File: config.mk
export PLATFORM = sky130hd
export DESIGN_NAME = intensity_to_rgb_colormap
export DESIGN_NICKNAME = d
export VERILOG_FILES = /design/src/rtl/core/itrc_pkg.sv /design/src/rtl/core/intensity_to_rgb_colormap.sv /design/src/rtl/core/itrc_front.sv /design/src/rtl/core/itrc_fifo.sv /design/src/rtl/core/itrc_back.sv
export VERILOG_INCLUDE_DIRS = /design/src /design/src/rtl/core
export SDC_FILE = /design/constraint.sdc
export NUM_CORES = 2
export LEC_CHECK = 0
export BUFFER_PORTS_ARGS = -buffer_cell sky130_fd_sc_hd__buf_2
export CAP_MARGIN = 15
export CELL_PAD_IN_SITES_DETAIL_PLACEMENT = 0
export CELL_PAD_IN_SITES_GLOBAL_PLACEMENT = 1
export CORE_UTILIZATION = 38
export DETAILED_ROUTE_END_ITERATION = 8
export PLACE_DENSITY = 0.62
export SETUP_SLACK_MARGIN = 0.05
export SLEW_MARGIN = 20
export SYNTH_ARGS = -nofsm -noshare
export SYNTH_HDL_FRONTEND = slang
export SYNTH_HIERARCHICAL = 1
export SYNTH_SLANG_ARGS = --single-unit
File: constraint.sdc
create_clock -name clk_i -period 59.4 [get_ports clk_i]
set_input_delay 11.88 -clock clk_i [delete_from_list [all_inputs] [get_ports clk_i]]
set_output_delay 11.88 -clock clk_i [all_outputs]
set_load 0.02 [all_outputs]
File: src/rtl/core/intensity_to_rgb_colormap_macros.svh
// ----------------------------------------------------------------------------
// Assertion macros for the intensity to RGB color map
// Clocked on clk_i and disabled while rst_ni is low.
// ----------------------------------------------------------------------------
`ifndef INTENSITY_TO_RGB_COLORMAP_MACROS_SVH
`define INTENSITY_TO_RGB_COLORMAP_MACROS_SVH

// Property that must hold at every clock edge out of reset.
`define ITRC_ASSERT(label, prop, msg) \
  label: assert property (@(posedge clk_i) disable iff (!rst_ni) (prop)) \
    else $error(msg);

// Implication checked at every clock edge out of reset.
`define ITRC_ASSERT_IMPL(label, ante, cons, msg) \
  label: assert property (@(posedge clk_i) disable iff (!rst_ni) (ante) |-> (cons)) \
    else $error(msg);

`endif

File: src/rtl/core/itrc_pkg.sv
// ----------------------------------------------------------------------------
// itrc_pkg
// Types, codes, constants and palettes shared by the color map modules.
// ----------------------------------------------------------------------------
package itrc_pkg;

  typedef enum logic [1:0] {
    MODE_GREY  = 2'd0,
    MODE_HEAT4 = 2'd1,
    MODE_HEAT6 = 2'd2,
    MODE_SCALE = 2'd3
  } mode_e;

  typedef enum logic [2:0] {
    REG_MAP_MODE   = 3'd0,
    REG_MIN        = 3'd1,
    REG_MAX        = 3'd2,
    REG_RED_GAIN   = 3'd3,
    REG_GREEN_GAIN = 3'd4,
    REG_BLUE_GAIN  = 3'd5
  } reg_idx_e;

  // Classification made by the front end for each sample.
  typedef struct packed {
    logic bad;   // maximum does not exceed minimum
    logic zero;  // normalized value is zero
    logic sat;   // normalized value saturates
  } cls_t;

  localparam int REG_IDX_BITS = 3;
  localparam int GAIN_BITS    = 8;
  localparam int V_BITS       = 13;           // normalized value, Q1.12
  localparam logic [V_BITS-1:0] V_SAT = 13'd8191;
  localparam int PRE_BITS     = V_BITS + GAIN_BITS;
  localparam int ROUND_Q13    = 4096;
  localparam int SCALE_BIAS   = 522240;       // half of 255 * 4096
  localparam int A_BITS       = 24;
  localparam int RECIP_BITS   = 25;
  localparam int RECIP_SHIFT  = 32;
  // ceil(2^32 / 255); exact quotient for dividends below 2^24.
  localparam logic [RECIP_BITS-1:0] RECIP_255 = 25'd16843010;
  localparam int QUEUE_DEPTH  = 4;

  typedef logic [2:0][1:0] lvl_t;  // per channel level in halves, red at index 0

  // Blue, green, yellow, red.
  function automatic lvl_t pal4(input logic [1:0] idx);
    lvl_t l;
    case (idx)
      2'd0:    l = {2'd2, 2'd0, 2'd0};
      2'd1:    l = {2'd0, 2'd2, 2'd0};
      2'd2:    l = {2'd0, 2'd2, 2'd2};
      default: l = {2'd0, 2'd0, 2'd2};
    endcase
    return l;
  endfunction

  // Black, dark blue, violet, red, yellow, white.
  function automatic lvl_t pal6(input logic [2:0] idx);
    lvl_t l;
    case (idx)
      3'd0:    l = {2'd0, 2'd0, 2'd0};
      3'd1:    l = {2'd1, 2'd0, 2'd0};
      3'd2:    l = {2'd1, 2'd0, 2'd1};
      3'd3:    l = {2'd0, 2'd0, 2'd2};
      3'd4:    l = {2'd0, 2'd2, 2'd2};
      3'd5:    l = {2'd2, 2'd2, 2'd2};
      default: l = {2'd0, 2'd0, 2'd0};
    endcase
    return l;
  endfunction

endpackage

File: src/rtl/core/intensity_to_rgb_colormap.sv
// ----------------------------------------------------------------------------
// intensity_to_rgb_colormap
// A sample passes the front register, the queue, the one-bit-per-stage pipelined
// divider that normalizes it, then the mapping stages C1, C2, C3 and the output.
// Throughput: one sample per cycle unless the output stalls, which the 4-entry queue absorbs.
// Reset: registers return to greyscale, range 0..1 and full gains; all
// pipeline and queue valid state is cleared at once, no clearing pass.
// ----------------------------------------------------------------------------
module intensity_to_rgb_colormap #(
  parameter int SAMPLE_BITS = 16,
  parameter int COLOR_BITS  = 8
) (
  input  logic                                      clk_i,
  input  logic                                      rst_ni,
  input  logic                                      cfg_we_i,
  input  logic [itrc_pkg::REG_IDX_BITS-1:0]         cfg_idx_i,
  input  logic [SAMPLE_BITS-1:0]                    cfg_data_i,
  input  logic                                      s_axis_tvalid,
  output logic                                      s_axis_tready,
  input  logic [((SAMPLE_BITS + 7) / 8) * 8 - 1:0]  s_axis_tdata,  // intensity
  output logic                                      m_axis_tvalid,
  input  logic                                      m_axis_tready,
  output logic [((3 * COLOR_BITS + 7) / 8) * 8 - 1:0] m_axis_tdata, // blue, green, red from the top
  output logic                                      m_axis_tuser   // bad_range
);

  localparam int ODW = ((3 * COLOR_BITS + 7) / 8) * 8;
  localparam int QW  = (SAMPLE_BITS + 1) + SAMPLE_BITS + $bits(itrc_pkg::cls_t);

  itrc_pkg::mode_e                            mode_q;
  logic signed [SAMPLE_BITS-1:0]              lo_q, hi_q;
  logic [2:0][itrc_pkg::GAIN_BITS-1:0]        gains_q;

  logic                   push, pop, full, empty;
  logic [SAMPLE_BITS:0]   f_diff, b_diff;
  logic [SAMPLE_BITS-1:0] f_range, b_range;
  itrc_pkg::cls_t         f_cls, b_cls;
  logic [QW-1:0]          q_rdata;
  logic [2:0][COLOR_BITS-1:0] rgb;
  logic                   bad;

  always_ff @(posedge clk_i or negedge rst_ni) begin
    if (!rst_ni) begin
      mode_q  <= itrc_pkg::MODE_GREY;
      lo_q    <= '0;
      hi_q    <= SAMPLE_BITS'(1);
      gains_q <= {3{8'd255}};
    end else if (cfg_we_i) begin
      unique case (cfg_idx_i)
        itrc_pkg::REG_MAP_MODE:   mode_q     <= itrc_pkg::mode_e'(cfg_data_i[1:0]);
        itrc_pkg::REG_MIN:        lo_q       <= cfg_data_i;
        itrc_pkg::REG_MAX:        hi_q       <= cfg_data_i;
        itrc_pkg::REG_RED_GAIN:   gains_q[0] <= cfg_data_i[7:0];
        itrc_pkg::REG_GREEN_GAIN: gains_q[1] <= cfg_data_i[7:0];
        itrc_pkg::REG_BLUE_GAIN:  gains_q[2] <= cfg_data_i[7:0];
        default: ;
      endcase
    end
  end

  itrc_front #(
    .SAMPLE_BITS(SAMPLE_BITS)
  ) u_front (
    .clk_i     (clk_i),
    .rst_ni    (rst_ni),
    .s_valid_i (s_axis_tvalid),
    .s_ready_o (s_axis_tready),
    .sample_i  (s_axis_tdata[SAMPLE_BITS-1:0]),
    .lo_i      (lo_q),
    .hi_i      (hi_q),
    .full_i    (full),
    .push_o    (push),
    .diff_o    (f_diff),
    .range_o   (f_range),
    .cls_o     (f_cls)
  );

  itrc_fifo #(
    .WIDTH(QW),
    .DEPTH(itrc_pkg::QUEUE_DEPTH)
  ) u_fifo (
    .clk_i   (clk_i),
    .rst_ni  (rst_ni),
    .push_i  (push),
    .wdata_i ({f_diff, f_range, f_cls}),
    .pop_i   (pop),
    .rdata_o (q_rdata),
    .full_o  (full),
    .empty_o (empty)
  );

  assign {b_diff, b_range, b_cls} = q_rdata;

  itrc_back #(
    .SAMPLE_BITS(SAMPLE_BITS),
    .COLOR_BITS (COLOR_BITS)
  ) u_back (
    .clk_i       (clk_i),
    .rst_ni      (rst_ni),
    .mode_i      (mode_q),
    .gains_i     (gains_q),
    .in_valid_i  (!empty),
    .pop_o       (pop),
    .in_diff_i   (b_diff),
    .in_range_i  (b_range),
    .in_cls_i    (b_cls),
    .out_valid_o (m_axis_tvalid),
    .out_ready_i (m_axis_tready),
    .out_rgb_o   (rgb),
    .out_bad_o   (bad)
  );

  assign m_axis_tdata = ODW'({rgb[2], rgb[1], rgb[0]});
  assign m_axis_tuser = bad;

endmodule

File: src/rtl/core/itrc_front.sv
// ----------------------------------------------------------------------------
// itrc_front
// Accepts samples, offsets them by the minimum and classifies the range.
// ----------------------------------------------------------------------------
module itrc_front #(
  parameter int SAMPLE_BITS = 16
) (
  input  logic                         clk_i,
  input  logic                         rst_ni,
  input  logic                         s_valid_i,
  output logic                         s_ready_o,
  input  logic signed [SAMPLE_BITS-1:0] sample_i,
  input  logic signed [SAMPLE_BITS-1:0] lo_i,
  input  logic signed [SAMPLE_BITS-1:0] hi_i,
  input  logic                         full_i,
  output logic                         push_o,
  output logic        [SAMPLE_BITS:0]   diff_o,
  output logic        [SAMPLE_BITS-1:0] range_o,
  output itrc_pkg::cls_t               cls_o
);

  logic                          vld_q;
  logic                          accept;
  logic signed [SAMPLE_BITS:0]   diff;
  logic signed [SAMPLE_BITS:0]   rng;
  itrc_pkg::cls_t                cls_d;
  logic        [SAMPLE_BITS:0]   diff_q;
  logic        [SAMPLE_BITS-1:0] range_q;
  itrc_pkg::cls_t                cls_q;

  assign s_ready_o = !vld_q || !full_i;
  assign accept    = s_valid_i && s_ready_o;
  assign push_o    = vld_q && !full_i;

  always_comb begin
    diff      = $signed({sample_i[SAMPLE_BITS-1], sample_i}) - $signed({lo_i[SAMPLE_BITS-1], lo_i});
    rng       = $signed({hi_i[SAMPLE_BITS-1], hi_i}) - $signed({lo_i[SAMPLE_BITS-1], lo_i});
    cls_d.bad = (hi_i <= lo_i);
    cls_d.zero = cls_d.bad || diff[SAMPLE_BITS] || (diff == '0);
    // At twice the range or more the quotient no longer fits in 13 bits.
    cls_d.sat = !cls_d.zero &&
                ($signed({diff[SAMPLE_BITS], diff}) >= $signed({rng, 1'b0}));
  end

  always_ff @(posedge clk_i or negedge rst_ni) begin
    if (!rst_ni) begin
      vld_q <= 1'b0;
    end else if (accept) begin
      vld_q <= 1'b1;
    end else if (push_o) begin
      vld_q <= 1'b0;
    end
  end

  always_ff @(posedge clk_i) begin
    if (accept) begin
      diff_q  <= diff;
      range_q <= rng[SAMPLE_BITS-1:0];
      cls_q   <= cls_d;
    end
  end

  assign diff_o  = diff_q;
  assign range_o = range_q;
  assign cls_o   = cls_q;

endmodule

File: src/rtl/core/itrc_fifo.sv
// ----------------------------------------------------------------------------
// itrc_fifo
// Short queue between the classifying front end and the mapping back end.
// ----------------------------------------------------------------------------
`include "intensity_to_rgb_colormap_macros.svh"

module itrc_fifo #(
  parameter int WIDTH = 36,
  parameter int DEPTH = 4
) (
  input  logic             clk_i,
  input  logic             rst_ni,
  input  logic             push_i,
  input  logic [WIDTH-1:0] wdata_i,
  input  logic             pop_i,
  output logic [WIDTH-1:0] rdata_o,
  output logic             full_o,
  output logic             empty_o
);

  localparam int PTR_W = (DEPTH > 1) ? $clog2(DEPTH) : 1;
  localparam int CNT_W = $clog2(DEPTH + 1);

  logic [WIDTH-1:0] mem_q [DEPTH];
  logic [PTR_W-1:0] wr_ptr_q, rd_ptr_q;
  logic [CNT_W-1:0] cnt_q;

  assign full_o  = (cnt_q == CNT_W'(DEPTH));
  assign empty_o = (cnt_q == '0);
  assign rdata_o = mem_q[rd_ptr_q];

  always_ff @(posedge clk_i or negedge rst_ni) begin
    if (!rst_ni) begin
      wr_ptr_q <= '0;
      rd_ptr_q <= '0;
      cnt_q    <= '0;
    end else begin
      if (push_i) begin
        wr_ptr_q <= (wr_ptr_q == PTR_W'(DEPTH - 1)) ? '0 : wr_ptr_q + 1'b1;
      end
      if (pop_i) begin
        rd_ptr_q <= (rd_ptr_q == PTR_W'(DEPTH - 1)) ? '0 : rd_ptr_q + 1'b1;
      end
      if (push_i && !pop_i) begin
        cnt_q <= cnt_q + 1'b1;
      end else if (pop_i && !push_i) begin
        cnt_q <= cnt_q - 1'b1;
      end
    end
  end

  always_ff @(posedge clk_i) begin
    if (push_i) begin
      mem_q[wr_ptr_q] <= wdata_i;
    end
  end

  `ITRC_ASSERT(a_cnt_bound, cnt_q <= CNT_W'(DEPTH), "queue count above depth")
  `ITRC_ASSERT_IMPL(a_no_overflow, push_i, !full_o, "request pushed into a full queue")
  `ITRC_ASSERT_IMPL(a_no_underflow, pop_i, !empty_o, "request popped from an empty queue")

endmodule

File: src/rtl/core/itrc_back.sv
// ----------------------------------------------------------------------------
// itrc_back
// Pipelined restoring divider followed by the color mapping stages.
// ----------------------------------------------------------------------------
`include "intensity_to_rgb_colormap_macros.svh"

module itrc_back #(
  parameter int SAMPLE_BITS = 16,
  parameter int COLOR_BITS  = 8
) (
  input  logic                                          clk_i,
  input  logic                                          rst_ni,
  input  itrc_pkg::mode_e                               mode_i,
  input  logic [2:0][itrc_pkg::GAIN_BITS-1:0]           gains_i,
  input  logic                                          in_valid_i,
  output logic                                          pop_o,
  input  logic [SAMPLE_BITS:0]                          in_diff_i,
  input  logic [SAMPLE_BITS-1:0]                        in_range_i,
  input  itrc_pkg::cls_t                                in_cls_i,
  output logic                                          out_valid_o,
  input  logic                                          out_ready_i,
  output logic [2:0][COLOR_BITS-1:0]                    out_rgb_o,
  output logic                                          out_bad_o
);

  localparam int RW   = SAMPLE_BITS + 1;
  localparam int NQ   = itrc_pkg::V_BITS;
  localparam int PREW = itrc_pkg::PRE_BITS;
  localparam int PW   = PREW + COLOR_BITS;
  localparam int LW   = PW - 12;              // rounded linear channel
  localparam int AW   = PW - 11;              // color scale dividend
  localparam int QW   = itrc_pkg::A_BITS + itrc_pkg::RECIP_BITS - itrc_pkg::RECIP_SHIFT;
  localparam int MW   = itrc_pkg::A_BITS + itrc_pkg::RECIP_BITS;
  localparam logic [COLOR_BITS-1:0] CMAX  = '1;
  localparam logic [AW-1:0]         A_LIM = AW'(255 * (2 ** COLOR_BITS));

  logic en;

  // Divider stages: stage k resolves quotient bit NQ-1-k.
  logic [NQ-1:0]          dv_vld_q;
  logic [RW-1:0]          rem_q [NQ];
  logic [SAMPLE_BITS-1:0] dvs_q [NQ];
  logic [NQ-1:0]          quo_q [NQ];
  itrc_pkg::cls_t         cls_q [NQ];
  logic [RW-1:0]          rem_in [NQ];
  logic [SAMPLE_BITS-1:0] dvs_in [NQ];
  logic [NQ-1:0]          quo_in [NQ];
  itrc_pkg::cls_t         cls_in [NQ];
  logic [RW-1:0]          sub [NQ];
  logic [NQ-1:0]          ge;
  logic [RW-1:0]          rem_d [NQ];
  logic [NQ-1:0]          quo_d [NQ];

  // Mapping stages.
  logic [NQ-1:0]               v;
  logic                        big, six;
  logic [14:0]                 t;
  logic [11:0]                 frac;
  logic [2:0]                  seg, last, i1, i2;
  itrc_pkg::lvl_t              lv1, lv2;
  logic [2:0][13:0]            c13;
  logic [2:0][PREW-1:0]        pre_d, pre_q;
  logic                        c1_vld_q, c1_bad_q;
  logic [2:0][PW-1:0]          prod_q;
  logic                        c2_vld_q, c2_bad_q;
  logic [2:0][PW:0]            sum_lin, sum_sc;
  logic [2:0][LW-1:0]          lin_o;
  logic [2:0][AW-1:0]          a_full;
  logic [2:0][COLOR_BITS-1:0]  lin_d, lin_q;
  logic [2:0][itrc_pkg::A_BITS-1:0] a_d, a_q;
  logic [2:0]                  asat_d, asat_q;
  logic                        c3_vld_q, c3_bad_q;
  logic [2:0][MW-1:0]          mprod;
  logic [2:0][QW-1:0]          q;
  logic [2:0][COLOR_BITS-1:0]  rgb_d, rgb_q;
  logic                        out_vld_q, out_bad_q;

  // The whole pipeline holds while a finished pixel waits at the output.
  assign en    = !out_vld_q || out_ready_i;
  assign pop_o = en && in_valid_i;

  always_comb begin
    rem_in[0] = in_diff_i;
    dvs_in[0] = in_range_i;
    quo_in[0] = '0;
    cls_in[0] = in_cls_i;
    for (int k = 1; k < NQ; k++) begin
      rem_in[k] = rem_q[k-1];
      dvs_in[k] = dvs_q[k-1];
      quo_in[k] = quo_q[k-1];
      cls_in[k] = cls_q[k-1];
    end
    for (int k = 0; k < NQ; k++) begin
      ge[k]    = (rem_in[k] >= {1'b0, dvs_in[k]});
      sub[k]   = ge[k] ? (rem_in[k] - {1'b0, dvs_in[k]}) : rem_in[k];
      rem_d[k] = {sub[k][RW-2:0], 1'b0};
      quo_d[k] = {quo_in[k][NQ-2:0], ge[k]};
    end
  end

  // Stage C1: grey value, palette interpolation or gain product, per channel.
  always_comb begin
    if (cls_q[NQ-1].zero) begin
      v = '0;
    end else if (cls_q[NQ-1].sat) begin
      v = itrc_pkg::V_SAT;
    end else begin
      v = quo_q[NQ-1];
    end
    big  = v[NQ-1];
    six  = (mode_i == itrc_pkg::MODE_HEAT6);
    t    = six ? (15'({v[11:0], 2'b00}) + 15'(v[11:0]))
               : (15'({v[11:0], 1'b0}) + 15'(v[11:0]));
    seg  = t[14:12];
    frac = big ? 12'd0 : t[11:0];
    last = six ? 3'd5 : 3'd3;
    i1   = big ? last : seg;
    i2   = big ? last : seg + 3'd1;
    lv1  = six ? itrc_pkg::pal6(i1) : itrc_pkg::pal4(i1[1:0]);
    lv2  = six ? itrc_pkg::pal6(i2) : itrc_pkg::pal4(i2[1:0]);
    for (int ch = 0; ch < 3; ch++) begin
      c13[ch] = 14'(16'(lv1[ch]) * 16'(13'd4096 - 13'(frac)) + 16'(lv2[ch]) * 16'(frac));
      case (mode_i)
        itrc_pkg::MODE_GREY:  pre_d[ch] = PREW'({v, 1'b0});
        itrc_pkg::MODE_HEAT4,
        itrc_pkg::MODE_HEAT6: pre_d[ch] = PREW'(c13[ch]);
        itrc_pkg::MODE_SCALE: pre_d[ch] = PREW'(gains_i[ch]) * PREW'(v);
        default:              pre_d[ch] = PREW'({v, 1'b0});
      endcase
    end
  end

  // Stage C3: rounding, and the biased color scale dividend divided by 4096.
  always_comb begin
    for (int ch = 0; ch < 3; ch++) begin
      sum_lin[ch] = (PW + 1)'(prod_q[ch]) + (PW + 1)'(itrc_pkg::ROUND_Q13);
      lin_o[ch]   = sum_lin[ch][PW:13];
      lin_d[ch]   = (lin_o[ch] > LW'(CMAX)) ? CMAX : lin_o[ch][COLOR_BITS-1:0];
      sum_sc[ch]  = (PW + 1)'(prod_q[ch]) + (PW + 1)'(itrc_pkg::SCALE_BIAS);
      a_full[ch]  = sum_sc[ch][PW:12];
      asat_d[ch]  = (a_full[ch] >= A_LIM);
      a_d[ch]     = itrc_pkg::A_BITS'(a_full[ch]);
    end
  end

  // Output stage: in scale mode divide by 255 through the reciprocal, else pass the linear channel.
  always_comb begin
    for (int ch = 0; ch < 3; ch++) begin
      mprod[ch] = MW'(a_q[ch]) * MW'(itrc_pkg::RECIP_255);
      q[ch]     = mprod[ch][MW-1:itrc_pkg::RECIP_SHIFT];
      if (mode_i == itrc_pkg::MODE_SCALE) begin
        rgb_d[ch] = (asat_q[ch] || (q[ch] > QW'(CMAX))) ? CMAX : q[ch][COLOR_BITS-1:0];
      end else begin
        rgb_d[ch] = lin_q[ch];
      end
    end
  end

  always_ff @(posedge clk_i or negedge rst_ni) begin
    if (!rst_ni) begin
      dv_vld_q  <= '0;
      c1_vld_q  <= 1'b0;
      c2_vld_q  <= 1'b0;
      c3_vld_q  <= 1'b0;
      out_vld_q <= 1'b0;
    end else if (en) begin
      dv_vld_q  <= {dv_vld_q[NQ-2:0], pop_o};
      c1_vld_q  <= dv_vld_q[NQ-1];
      c2_vld_q  <= c1_vld_q;
      c3_vld_q  <= c2_vld_q;
      out_vld_q <= c3_vld_q;
    end
  end

  always_ff @(posedge clk_i) begin
    if (en) begin
      for (int k = 0; k < NQ; k++) begin
        rem_q[k] <= rem_d[k];
        dvs_q[k] <= dvs_in[k];
        quo_q[k] <= quo_d[k];
        cls_q[k] <= cls_in[k];
      end
      pre_q    <= pre_d;
      c1_bad_q <= cls_q[NQ-1].bad;
      for (int ch = 0; ch < 3; ch++) begin
        prod_q[ch] <= PW'(pre_q[ch]) * PW'(CMAX);
      end
      c2_bad_q  <= c1_bad_q;
      lin_q     <= lin_d;
      a_q       <= a_d;
      asat_q    <= asat_d;
      c3_bad_q  <= c2_bad_q;
      rgb_q     <= rgb_d;
      out_bad_q <= c3_bad_q;
    end
  end

  assign out_valid_o = out_vld_q;
  assign out_rgb_o   = rgb_q;
  assign out_bad_o   = out_bad_q;

  `ITRC_ASSERT_IMPL(a_out_from_pipe, $rose(out_vld_q), $past(c3_vld_q), "pixel appeared without a request in the last stage")

endmodule
==> flow_summary.json <==
{
  "max_clock_freq_mhz": 64.1,
  "hold_class": "reg2reg",
  "fillers": 19500,
  "num_rows": 166,
  "synth_flop_cell": "edfxtp_1",
  "layout-drive-gt1-share_pct": 8.69,
  "ys_ff_latch": 1003,
  "drc": 0,
  "drt-initial-drc-count": 2509,
  "postCtsResizedCells": 0,
  "postPlaceCellArea_mm2": 0.0819,
  "synth_edf_count": 920,
  "vias_per_cell": 5.05,
  "grt_pass1_vias": 52000,
  "core-area_mm2": 0.205,
  "die_area_mm2": 0.208,
  "crit_path_start_kind": "primary input",
  "cts.hold.buffers_added": 0,
  "gr-total-overflow": 0,
  "grt_usage_pct": 17.1,
  "min_period_over_period_pct": 26.3,
  "synth_cell_type_count": 107,
  "setup_viol": 0,
  "synth_fa_ha_area_share_pct": 28.3,
  "portBuffers": 66,
  "post-route-util_pct": 41.9,
  "die_x_um": 457,
  "design_area_mm2": 0.0858,
  "grt_setup_unrepaired": "no",
  "hpwl_um": 136000,
  "worst-endpoint-required_ns": 59.76,
  "synth-compound-area-share_pct": 9.21,
  "synthSimpleGateAreaFrac_pct": 10.5,
  "clk_latency_ns": 0.77,
  "yosysWarnings": 6,
  "worst_setup_path_end_kind": "register",
  "first_pass_iters": 7,
  "finalHoldViolCount": 0,
  "io_pins": 67,
  "yosysSeqAreaShare_pct": 37.9,
  "syn_nets": 8532,
  "dp_cells": 9681,
  "worst_pin_slew_ns": 1.18,
  "synth_top_family_by_area": "adder cells",
  "area_growth_pct": 9.26,
  "grt_pass1_wl_um": 286000,
  "initial_core_util_pct": 38.3,
  "nNetsFinal": 8593,
  "status": "finished clean",
  "antenna_found_initial": 9,
  "synthXorXnorAreaFrac_pct": 4.36,
  "postRouteAntennaNets": 0,
  "maxCapViolCount": 0,
  "synth_cells": 7049,
  "gp_congestion": 0.865,
  "cp.arrival_ns": 15.95,
  "crit_fanout": 86,
  "path_clk_slew_ns": 0.06,
  "synth_mux_area_share_pct": 3.68,
  "cts_sinks": 1003,
  "cts_root_buffer": "clkbuf_16",
  "drt_wl_total_um": 176000,
  "htree_levels": 3,
  "stdcell_count": 9897,
  "slew_viol_final": 0,
  "vias": 49900,
  "path_class": "in2reg",
  "grt_start_max_net_pins": 161,
  "async_flop_share_pct": 8.28,
  "fin_skew_ns": 0.0380,
  "cts_buffer_depth": 3,
  "cts_made_buffers": 115,
  "syn_area_mm2": 0.0785,
  "slew_headroom_pct": 20.7,
  "post-cts-setup-buffers": 0,
  "die_height_um": 457,
  "fin_tns_setup_ns": 0,
  "wl_per_cell_um": 17.8,
  "syn_area_per_cell_um2": 11.1,
  "period_minus_slack_ns": 15.59,
  "cts_tree": "yes"
}
[cells by family (layout without fill, tap and decap cells)]
family | Yosys count | after routing
AO/OA/AOI/OAI | 1076 | 1076
XOR/XNOR | 391 | 391
adder cells (fa/ha/maj) | 1443 | 1443
buffers and inverters | 1225 | 1383
flip-flops | 1003 | 1003
multiplexers | 216 | 216
other | 0 | 2
AND/OR/NAND/NOR | 1695 | 1695
[cells in the final DEF, fill, tap and decap left out, drive strengths merged, types with 25 or more instances in the layout]
cell type,count
a211oi,35
a21boi,29
a21o,100
a21oi,335
a221oi,37
a31oi,34
and2,179
and3,44
buf,108
clkbuf,140
clkinv,39
dfrtp,58
dfstp,25
edfxtp,920
fa,559
ha,884
inv,1071
mux2,162
mux4,36
nand2,390
nand2b,51
nand3,112
nand4,66
nor2,492
nor2b,64
nor3,135
o211ai,31
o21a,66
o21ai,166
o21bai,26
or2,29
or3,53
xnor2,253
xor2,138
[layer usage]
layer  up-vias  routed length (µm)  global-route usage (%)
met2       707               85300                    29.7
li1      24600                   -                       -
met3       218                6100                    2.09
met1     24400               81200                    22.8
met5         -                  22                       0
met4         4                3590                    3.88
[path summary, 6_finish.rpt]
| kind | slack, ns | depth (start not counted) | from | endpoint |
|---|---|---|---|---|
| setup reg to reg | 49.98 | 31 | u_back/cls_q[1][12] | u_back/pre_q[13] |
| max in group asynchronous | 47.33 | 2 | rst_ni | mode_q[1] |
| setup / recovery | 43.81 | 6 | m_axis_tready | u_back/dvs_q[2][52] |
| hold / removal | 0.40 | 0 | u_back/cls_q[0][15] | u_back/cls_q[0][18] |
| hold reg to reg | 0.40 | 0 | u_back/cls_q[0][15] | u_back/cls_q[0][18] |
| min in group asynchronous | 11.09 | 1 | rst_ni | lo_q[2] |
[state kept, by name, summed over array words and instances (netlist names), 39 cells and up]
name and cells:
u_back/a_q 54, u_back/cls_q 39, u_back/dvs_q 192, u_back/pre_q 63, u_back/prod_q 54, u_back/quo_q 91
u_back/rem_q 192, u_fifo/mem_q 144
[metrics by stage]
stage | setup WS (ns) | hold WS, ns
CTS | 43.73 | 0.396
global route | 43.42 | 0.411
global placement | 43.02 | 0.400
finish | 43.81 | 0.398
floorplan | 24.14 | 0.400
detailed placement | 42.90 | 0.405
[layout make-up]
type	count	area (µm²)	area share, %
antenna	2	5.00	0.00583
clock inverter	74	860	1.00
clock buffer	140	3060	3.56
sequential	1003	29700	34.7
timing repair buffer	108	661	0.770
tap	2688	3360	3.92
multi-input combinational	4821	44100	51.4
inverter	1061	3980	4.64
[cells in the mapped netlist (64+ instances only)]
cell,number,share of area (%)
a21o_1,100,0.96
nor2_1,491,2.3
fa_1,559,14
nor2b_1,64,0.51
edfxtp_1,920,35
clkbuf_1,114,0.54
and2_1,178,1.4
nand2_1,390,1.9
mux2_2,142,2.0
ha_1,884,14
inv_1,1060,5.1
o21a_1,66,0.63
o21ai_0,153,0.98
a21oi_1,334,2.1
nand3_1,112,0.71
nor3_1,133,0.85
nand4_1,66,0.53
xnor2_1,253,2.8
xor2_1,138,1.5
[critical path, stage by stage]
cell and delay [ns]:
buf_2 0.08, nand2b_4 0.31, buf_4 0.81, buf_4 0.83
buf_4 0.94, buf_4 0.90
Power is left out: the tool's default activity adds up to more than one toggle a clock period on the data nets, which glitch-free logic cannot reach.
